===== src/hw/rtl/rgbpwm_pkg.sv =====
// Shared types and constants of the RGB soft PWM with fade block.
package rgbpwm_pkg;

    // Width of a level, a target, a step size and the period counter.
    localparam int LEVEL_W = 8;
    // Width of a configuration register index and of its write data.
    localparam int CFG_IDX_W  = 3;
    localparam int CFG_DATA_W = 8;

    typedef logic [LEVEL_W-1:0] t_level;

    // Full-scale level: a pin at this level is never switched off.
    localparam t_level LEVEL_MAX   = 8'hFF;
    localparam t_level LEVEL_ZERO  = 8'h00;
    localparam t_level COUNT_RESET = 8'hFF;
    localparam t_level STEP_RESET  = 8'h01;

    // Configuration register indexes.
    typedef enum logic [CFG_IDX_W-1:0] {
        REG_FADE_ENABLE  = 3'd0,
        REG_FADE_STEP    = 3'd1,
        REG_TARGET_RED   = 3'd2,
        REG_TARGET_GREEN = 3'd3,
        REG_TARGET_BLUE  = 3'd4
    } t_reg_idx;

    // Per-item control shared by all three channels.
    typedef struct packed {
        logic   load;      // set item: load the level directly
        logic   wrap;      // the counter wraps to zero on this tick
        logic   fade_en;   // fading is enabled
        t_level step;      // largest level change per period
        t_level count;     // period counter after this tick
    } t_tick_ctrl;

endpackage


===== src/hw/rtl/rgbpwm_if.sv =====
// Valid/ready channel interfaces of the RGB soft PWM with fade block.
interface rgbpwm_in_if;
    import rgbpwm_pkg::*;
    logic   valid;
    logic   ready;
    logic   mode;
    t_level new_red;
    t_level new_green;
    t_level new_blue;

    modport source (output valid, output mode, output new_red, output new_green,
                    output new_blue, input ready);
    modport sink   (input valid, input mode, input new_red, input new_green,
                    input new_blue, output ready);
endinterface

interface rgbpwm_out_if;
    import rgbpwm_pkg::*;
    logic   valid;
    logic   ready;
    logic   red_out;
    logic   green_out;
    logic   blue_out;
    t_level red_now;
    t_level green_now;
    t_level blue_now;

    modport source (output valid, output red_out, output green_out, output blue_out,
                    output red_now, output green_now, output blue_now, input ready);
    modport sink   (input valid, input red_out, input green_out, input blue_out,
                    input red_now, input green_now, input blue_now, output ready);
endinterface

interface rgbpwm_cfg_if;
    import rgbpwm_pkg::*;
    logic                  valid;
    logic                  ready;
    logic [CFG_IDX_W-1:0]  index;
    logic [CFG_DATA_W-1:0] data;

    modport source (output valid, output index, output data, input ready);
    modport sink   (input valid, input index, input data, output ready);
endinterface


===== src/hw/rtl/rgbpwm_chan.sv =====
// Next level and next pin state of one PWM channel for one item.
module rgbpwm_chan (
    input  rgbpwm_pkg::t_tick_ctrl i_ctrl,
    input  rgbpwm_pkg::t_level     i_level,
    input  rgbpwm_pkg::t_level     i_target,
    input  rgbpwm_pkg::t_level     i_new_level,
    input  logic                   i_pin,
    output rgbpwm_pkg::t_level     o_level,
    output logic                   o_pin
);
    import rgbpwm_pkg::*;

    logic   above;
    t_level gap;
    t_level delta;
    t_level faded;
    t_level tick_level;
    logic   tick_pin;

    // Move the level toward its target by no more than the step size.
    assign above = i_level > i_target;
    assign gap   = above ? (i_level - i_target) : (i_target - i_level);
    assign delta = (gap < i_ctrl.step) ? gap : i_ctrl.step;
    assign faded = above ? (i_level - delta) : (i_level + delta);

    // At the wrap, a lit level turns the pin on and fading may move the level.
    assign tick_level = (i_ctrl.wrap && i_ctrl.fade_en) ? faded : i_level;
    assign tick_pin   = (i_ctrl.wrap && (i_level != LEVEL_ZERO)) ? 1'b1 : i_pin;

    // A set item replaces the level and leaves the pin; a tick may switch it off.
    always_comb begin
        if (i_ctrl.load) begin
            o_level = i_new_level;
            o_pin   = i_pin;
        end else begin
            o_level = tick_level;
            if ((tick_level != LEVEL_MAX) && (i_ctrl.count == tick_level)) begin
                o_pin = 1'b0;
            end else begin
                o_pin = tick_pin;
            end
        end
    end

endmodule


===== src/hw/rtl/rgb_soft_pwm_with_fade_unit.sv =====
// Top level of the three-channel 8-bit PWM LED driver with linear fade.
//
//  channel | dir | payload
//  --------+-----+------------------------------------------------------------
//  i_in    | in  | mode, new_red, new_green, new_blue
//  o_out   | out | red_out, green_out, blue_out, red_now, green_now, blue_now
//  i_cfg   | in  | index (fade_enable, fade_step_size, target_red/green/blue), data
//
// One item per cycle: an accepted item updates the counter, levels and pins in
// one pass through the channel logic, and the result shows in the next cycle.
// The state registers double as the result register, so a new item is taken
// in the same cycle that the waiting result is taken. Output stall holds the
// input off. Synchronous active-low reset; configuration is always ready.
module rgb_soft_pwm_with_fade_unit (
    input  logic         i_clk,
    input  logic         i_rst_n,
    rgbpwm_in_if.sink    i_in,
    rgbpwm_out_if.source o_out,
    rgbpwm_cfg_if.sink   i_cfg
);
    import rgbpwm_pkg::*;

    // Configuration registers.
    logic   r_fade_en;
    t_level r_step;
    t_level r_target_red;
    t_level r_target_green;
    t_level r_target_blue;

    // Block state; it is also the payload of the result.
    t_level r_count;
    t_level r_red_level;
    t_level r_green_level;
    t_level r_blue_level;
    logic   r_red_pin;
    logic   r_green_pin;
    logic   r_blue_pin;
    logic   r_out_valid;

    t_level     n_count;
    t_level     n_red_level;
    t_level     n_green_level;
    t_level     n_blue_level;
    logic       n_red_pin;
    logic       n_green_pin;
    logic       n_blue_pin;
    t_tick_ctrl tick_ctrl;
    logic       in_accept;

    // Configuration writes.
    assign i_cfg.ready = 1'b1;

    always_ff @(posedge i_clk) begin
        if (!i_rst_n) begin
            r_fade_en      <= 1'b0;
            r_step         <= STEP_RESET;
            r_target_red   <= LEVEL_ZERO;
            r_target_green <= LEVEL_ZERO;
            r_target_blue  <= LEVEL_ZERO;
        end else if (i_cfg.valid) begin
            unique case (i_cfg.index)
                REG_FADE_ENABLE:  r_fade_en      <= i_cfg.data[0];
                REG_FADE_STEP:    r_step         <= i_cfg.data[LEVEL_W-1:0];
                REG_TARGET_RED:   r_target_red   <= i_cfg.data[LEVEL_W-1:0];
                REG_TARGET_GREEN: r_target_green <= i_cfg.data[LEVEL_W-1:0];
                REG_TARGET_BLUE:  r_target_blue  <= i_cfg.data[LEVEL_W-1:0];
                default: ;
            endcase
        end
    end

    // Input handshake: take an item when the result slot is free or draining.
    assign i_in.ready = !r_out_valid || o_out.ready;
    assign in_accept  = i_in.valid && i_in.ready;

    // Counter advance and per-item control.
    assign n_count = i_in.mode ? r_count : (r_count + t_level'(1));

    assign tick_ctrl.load    = i_in.mode;
    assign tick_ctrl.wrap    = (n_count == LEVEL_ZERO) && !i_in.mode;
    assign tick_ctrl.fade_en = r_fade_en;
    assign tick_ctrl.step    = r_step;
    assign tick_ctrl.count   = n_count;

    rgbpwm_chan u_red (
        .i_ctrl      (tick_ctrl),
        .i_level     (r_red_level),
        .i_target    (r_target_red),
        .i_new_level (i_in.new_red),
        .i_pin       (r_red_pin),
        .o_level     (n_red_level),
        .o_pin       (n_red_pin)
    );

    rgbpwm_chan u_green (
        .i_ctrl      (tick_ctrl),
        .i_level     (r_green_level),
        .i_target    (r_target_green),
        .i_new_level (i_in.new_green),
        .i_pin       (r_green_pin),
        .o_level     (n_green_level),
        .o_pin       (n_green_pin)
    );

    rgbpwm_chan u_blue (
        .i_ctrl      (tick_ctrl),
        .i_level     (r_blue_level),
        .i_target    (r_target_blue),
        .i_new_level (i_in.new_blue),
        .i_pin       (r_blue_pin),
        .o_level     (n_blue_level),
        .o_pin       (n_blue_pin)
    );

    // State and result register.
    always_ff @(posedge i_clk) begin
        if (!i_rst_n) begin
            r_count       <= COUNT_RESET;
            r_red_level   <= LEVEL_ZERO;
            r_green_level <= LEVEL_ZERO;
            r_blue_level  <= LEVEL_ZERO;
            r_red_pin     <= 1'b0;
            r_green_pin   <= 1'b0;
            r_blue_pin    <= 1'b0;
            r_out_valid   <= 1'b0;
        end else begin
            if (in_accept) begin
                r_count       <= n_count;
                r_red_level   <= n_red_level;
                r_green_level <= n_green_level;
                r_blue_level  <= n_blue_level;
                r_red_pin     <= n_red_pin;
                r_green_pin   <= n_green_pin;
                r_blue_pin    <= n_blue_pin;
                r_out_valid   <= 1'b1;
            end else if (o_out.ready) begin
                r_out_valid   <= 1'b0;
            end
        end
    end

    // Result channel.
    assign o_out.valid     = r_out_valid;
    assign o_out.red_out   = r_red_pin;
    assign o_out.green_out = r_green_pin;
    assign o_out.blue_out  = r_blue_pin;
    assign o_out.red_now   = r_red_level;
    assign o_out.green_now = r_green_level;
    assign o_out.blue_now  = r_blue_level;

endmodule

===== src/flat_wrapper.sv =====
// flat-port wrapper written by rule: the top's interface ports become plain ports
module rgb_soft_pwm_with_fade_unit_flat import rgbpwm_pkg::*;
  (i_clk, i_rst_n, i_in_valid, i_in_mode, i_in_new_red, i_in_new_green, i_in_new_blue, i_in_ready, o_out_valid, o_out_red_out, o_out_green_out, o_out_blue_out, o_out_red_now, o_out_green_now, o_out_blue_now, o_out_ready, i_cfg_valid, i_cfg_index, i_cfg_data, i_cfg_ready);
  rgbpwm_in_if i_in_i ();
  rgbpwm_out_if o_out_i ();
  rgbpwm_cfg_if i_cfg_i ();
  input  logic i_clk;
  input  logic i_rst_n;
  input wire logic [$bits(i_in_i.valid)-1:0] i_in_valid;
  input wire logic [$bits(i_in_i.mode)-1:0] i_in_mode;
  input wire logic [$bits(i_in_i.new_red)-1:0] i_in_new_red;
  input wire logic [$bits(i_in_i.new_green)-1:0] i_in_new_green;
  input wire logic [$bits(i_in_i.new_blue)-1:0] i_in_new_blue;
  output wire logic [$bits(i_in_i.ready)-1:0] i_in_ready;
  output wire logic [$bits(o_out_i.valid)-1:0] o_out_valid;
  output wire logic [$bits(o_out_i.red_out)-1:0] o_out_red_out;
  output wire logic [$bits(o_out_i.green_out)-1:0] o_out_green_out;
  output wire logic [$bits(o_out_i.blue_out)-1:0] o_out_blue_out;
  output wire logic [$bits(o_out_i.red_now)-1:0] o_out_red_now;
  output wire logic [$bits(o_out_i.green_now)-1:0] o_out_green_now;
  output wire logic [$bits(o_out_i.blue_now)-1:0] o_out_blue_now;
  input wire logic [$bits(o_out_i.ready)-1:0] o_out_ready;
  input wire logic [$bits(i_cfg_i.valid)-1:0] i_cfg_valid;
  input wire logic [$bits(i_cfg_i.index)-1:0] i_cfg_index;
  input wire logic [$bits(i_cfg_i.data)-1:0] i_cfg_data;
  output wire logic [$bits(i_cfg_i.ready)-1:0] i_cfg_ready;
  assign i_in_i.valid = i_in_valid;
  assign i_in_i.mode = i_in_mode;
  assign i_in_i.new_red = i_in_new_red;
  assign i_in_i.new_green = i_in_new_green;
  assign i_in_i.new_blue = i_in_new_blue;
  assign i_in_ready = i_in_i.ready;
  assign o_out_valid = o_out_i.valid;
  assign o_out_red_out = o_out_i.red_out;
  assign o_out_green_out = o_out_i.green_out;
  assign o_out_blue_out = o_out_i.blue_out;
  assign o_out_red_now = o_out_i.red_now;
  assign o_out_green_now = o_out_i.green_now;
  assign o_out_blue_now = o_out_i.blue_now;
  assign o_out_i.ready = o_out_ready;
  assign i_cfg_i.valid = i_cfg_valid;
  assign i_cfg_i.index = i_cfg_index;
  assign i_cfg_i.data = i_cfg_data;
  assign i_cfg_ready = i_cfg_i.ready;
  rgb_soft_pwm_with_fade_unit u_core (.i_clk(i_clk), .i_rst_n(i_rst_n), .i_in(i_in_i), .o_out(o_out_i), .i_cfg(i_cfg_i));
endmodule

===== config.mk =====
export PLATFORM = sky130hd
export DESIGN_NAME = rgb_soft_pwm_with_fade_unit_flat
export DESIGN_NICKNAME = d
export VERILOG_FILES = /design/src/hw/rtl/rgbpwm_pkg.sv /design/src/hw/rtl/rgbpwm_if.sv /design/src/hw/rtl/rgbpwm_chan.sv /design/src/hw/rtl/rgb_soft_pwm_with_fade_unit.sv /design/src/flat_wrapper.sv
export SDC_FILE = /design/constraint.sdc
export NUM_CORES = 1
export LEC_CHECK = 0
export ABC_AREA = 0
export BUFFER_PORTS_ARGS = -buffer_cell sky130_fd_sc_hd__buf_4
export CAP_MARGIN = 30
export CORE_UTILIZATION = 50
export DETAILED_ROUTE_END_ITERATION = 10
export PLACE_DENSITY = 0.82
export SLEW_MARGIN = 15
export SYNTH_ARGS = -nofsm -noshare
export SYNTH_HDL_FRONTEND = slang
export SYNTH_SLANG_ARGS = --single-unit

===== constraint.sdc =====
create_clock -name i_clk -period 6.4 [get_ports i_clk]
set_input_delay 0.32 -clock i_clk [delete_from_list [all_inputs] [get_ports i_clk]]
set_output_delay 0.32 -clock i_clk [all_outputs]
set_load 0.02 [all_outputs]

==> reports/results.txt <==
Fin Setup TNS - 0 ps
Worst-Margin Slew - 965 ps
mean routed wirelength per cell - 19.7 um
crit path max-delay cell type - a2111oi_4
first-pass GRT wire length - 41400 um
layout cells sized above 1 - 27.5%
most common cell after layout, fill and taps aside - buf_4
clk slew on worst S/H paths - 60 ps
crit path kind - flip-flop to flip-flop
final core occ - 66.7%
Vias/cell - 6.19
Post-synth EDFFs - 0
pre-CTS setup slack - -176 ps
Seq/Total Area, Yosys - 17.1%
DRC errors left - 0
Core Area - 15800 um^2
die height - 129 um
power density cells - 337 nW/um^2
drt total wl - 29000 um
CTS Buf Count - 9
Antenna Violating Nets Remaining - 0
GRT Total Usage - 32.4%
vias in the first global route - 7760
initial antenna violation count - 0
yosys warns - 0
final cycle utilization of the critical path - 99.7%
family with the most delay on the worst path - compound AO/OA/AOI/OAI gates
Pins Over Slew Limit - 0
hold crit path type - input pin to flip-flop
min Tclk post-route - 6380 ps
CP startpoint kind - flip-flop
most frequent cells in the layout - 173 x buf_4, 135 x nand2_1, 98 x a21oi_1
clk buf depth - 2
Post-synth top flop - dfxtp_1
clock sink count - 69
crit-path max FO - 5
PortBufs - 69
die area - 16700 um^2
Crit. End Element - flip-flop
TritonCTS clock tree - done
final worst slack - 16.7 ps
Syn Inst Count - 1108
critical path's most frequent cell - a21oi_2
fillers - 1261
Clock Latency Late Sink - 350 ps
CP required - 6680 ps
Worst Path Arrival - 6670 ps
n_diodes - 0
CP Buf/Inv Count - 5
Hold Worst Slack - 228 ps
Avg Cell Area, Syn - 7.29 um^2
Post-Syn Nets - 1249
leakage power total - 0.00433 uW
fmax - 157 MHz
synthesized cell area - 8070 um^2
H-tree depth - 3
total congestion overflow - 0
io pins - 71
vias - 9111
1st-pass router iterations - 6
dpl hpwl - 20500 um
GPL Wtd Cong - 0.986
hold buffers post-CTS - 0
Worst Skew - 7.45 ps
root buf cell - clkbuf_16
status - finished clean
Initial Util - 51.0%
Die X-Extent - 129 um
DRT iter0 DRCs - 879
max-cap viol count - 0
pin count of the biggest net entering global routing - 29
peak supply drop - 0.261 mV
synth unique cells - 85
# setup viols final - 0
num rows - 46
Largest stage delay, worst path - 410 ps
flop and latch count out of synthesis - 69
Fin. Hold Viols - 0
area grow syn2layout - 30.7%
unrepaired setup endpoints after global routing - true
async set or reset register ratio after synthesis - 0%
nets@finish - 1392
total power - 3560 uW
Slew headroom - 35.7%
-- stage by stage --
| stage | std cells | cell area (um^2) |
|---|---|---|
| 2_1_floorplan | 1108 | 8130 |
| 3_3_place_gp | 1399 | 9090 |
| 3_5_place_dp | 1399 | 9090 |
| 4_1_cts | 1420 | 9530 |
| 5_1_grt | 1472 | 10600 |
| 6_report | 1472 | 10600 |
-- kinds of logic after synthesis --
logic type / share of synthesized area [%]
simple gates: 22.2
compound gates: 24.9
other cells: 0.0464
fa+ha+maj: 16.3
flops: 17.1
mux: 4.57
xor+xnor: 7.48
buf+inv: 7.33
-- metal layers --
| metal | vias to the layer above | share of wire, % | routed length [um] | GRT usage (%) |
|---|---|---|---|---|
| li1 | 4218 | - | - | - |
| met4 | 0 | 4.3 | 1250 | 13.1 |
| met3 | 114 | 9.9 | 2860 | 5.62 |
| met1 | 4197 | 42 | 12100 | 46.0 |
| met5 | - | 0 | 0 | 0 |
| met2 | 582 | 44 | 12800 | 48.5 |
-- sequential cells by signal, summed over array words and instances, names as in the netlist --
| name | flops |
|---|---|
| u_core.o_out.blue_now | 8 |
| u_core.o_out.green_now | 8 |
| u_core.o_out.red_now | 8 |
| u_core.r_count | 8 |
| u_core.r_step | 8 |
| u_core.r_target_blue | 8 |
| u_core.r_target_green | 8 |
| u_core.r_target_red | 8 |
| u_core.o_out.blue_out | 1 |
| u_core.o_out.green_out | 1 |
| u_core.o_out.red_out | 1 |
| u_core.o_out.valid | 1 |
| u_core.r_fade_en | 1 |
-- where the power goes --
| part | switching (uW) | internal, uW |
|---|---|---|
| clock network | 209 | 419 |
| logic | 1340 | 1120 |
| registers | 23.2 | 448 |
-- tightest hold or removal path: stages --
cell and delay, ps:
buf_4 120, inv_1 40, a21oi_1 50
-- Yosys cell counts (13+ instances only) --
| cell | count | share of area (%) |
|---|---|---|
| ha_1 | 91 | 14 |
| dfxtp_1 | 69 | 17 |
| inv_1 | 97 | 4.5 |
| nor2_1 | 65 | 3.0 |
| xnor2_1 | 44 | 4.8 |
| nand2_1 | 138 | 6.4 |
| mux2i_1 | 29 | 3.6 |
| nor2b_1 | 17 | 1.3 |
| a21oi_1 | 116 | 7.2 |
| nor3_1 | 22 | 1.4 |
| o21ai_0 | 76 | 4.7 |
| buf_2 | 13 | 0.81 |
| nand4_1 | 14 | 1.1 |
| nand3_1 | 26 | 1.6 |
| xor2_1 | 25 | 2.7 |
| clkbuf_1 | 28 | 1.3 |
| nor4_1 | 13 | 1.0 |
-- layout make-up --
type                            count  area [um^2]  share of cell area [%]
Clock buffer                        9          225                    2.13
Sequential cell                    69         1420                    13.5
Clock inverter                      7          136                    1.29
Tap cell                          216          270                    2.56
Timing Repair Buffer              181         1410                    13.3
Inverter                           98          374                    3.54
Multi-Input combinational cell    892         6720                    63.7
-- worst paths after layout --
path	startpoint	to	slack, ps	cells after the start
worst max register to register	u_core.o_out.blue_now[0]$_SDFFE_PN0P_	u_core.o_out.blue_out$_SDFFE_PN0P_	20	31
worst min register to register	u_core.r_target_blue[7]$_SDFFE_PN0P_	u_core.r_target_blue[7]$_SDFFE_PN0P_	470	2
worst min-delay path	i_in_valid	u_core.o_out.valid$_SDFFE_PN0P_	230	3
worst max-delay path	u_core.o_out.blue_now[0]$_SDFFE_PN0P_	u_core.o_out.blue_out$_SDFFE_PN0P_	20	31
-- timing repair --
item	in CTS	in global routing
endpoints found under the setup margin	4	10
gates resized for setup	10	149
gates cloned	0	2
setup buffers	5	50
pin swaps	6	72
No activity file was read; power rests on OpenSTA's default activity.
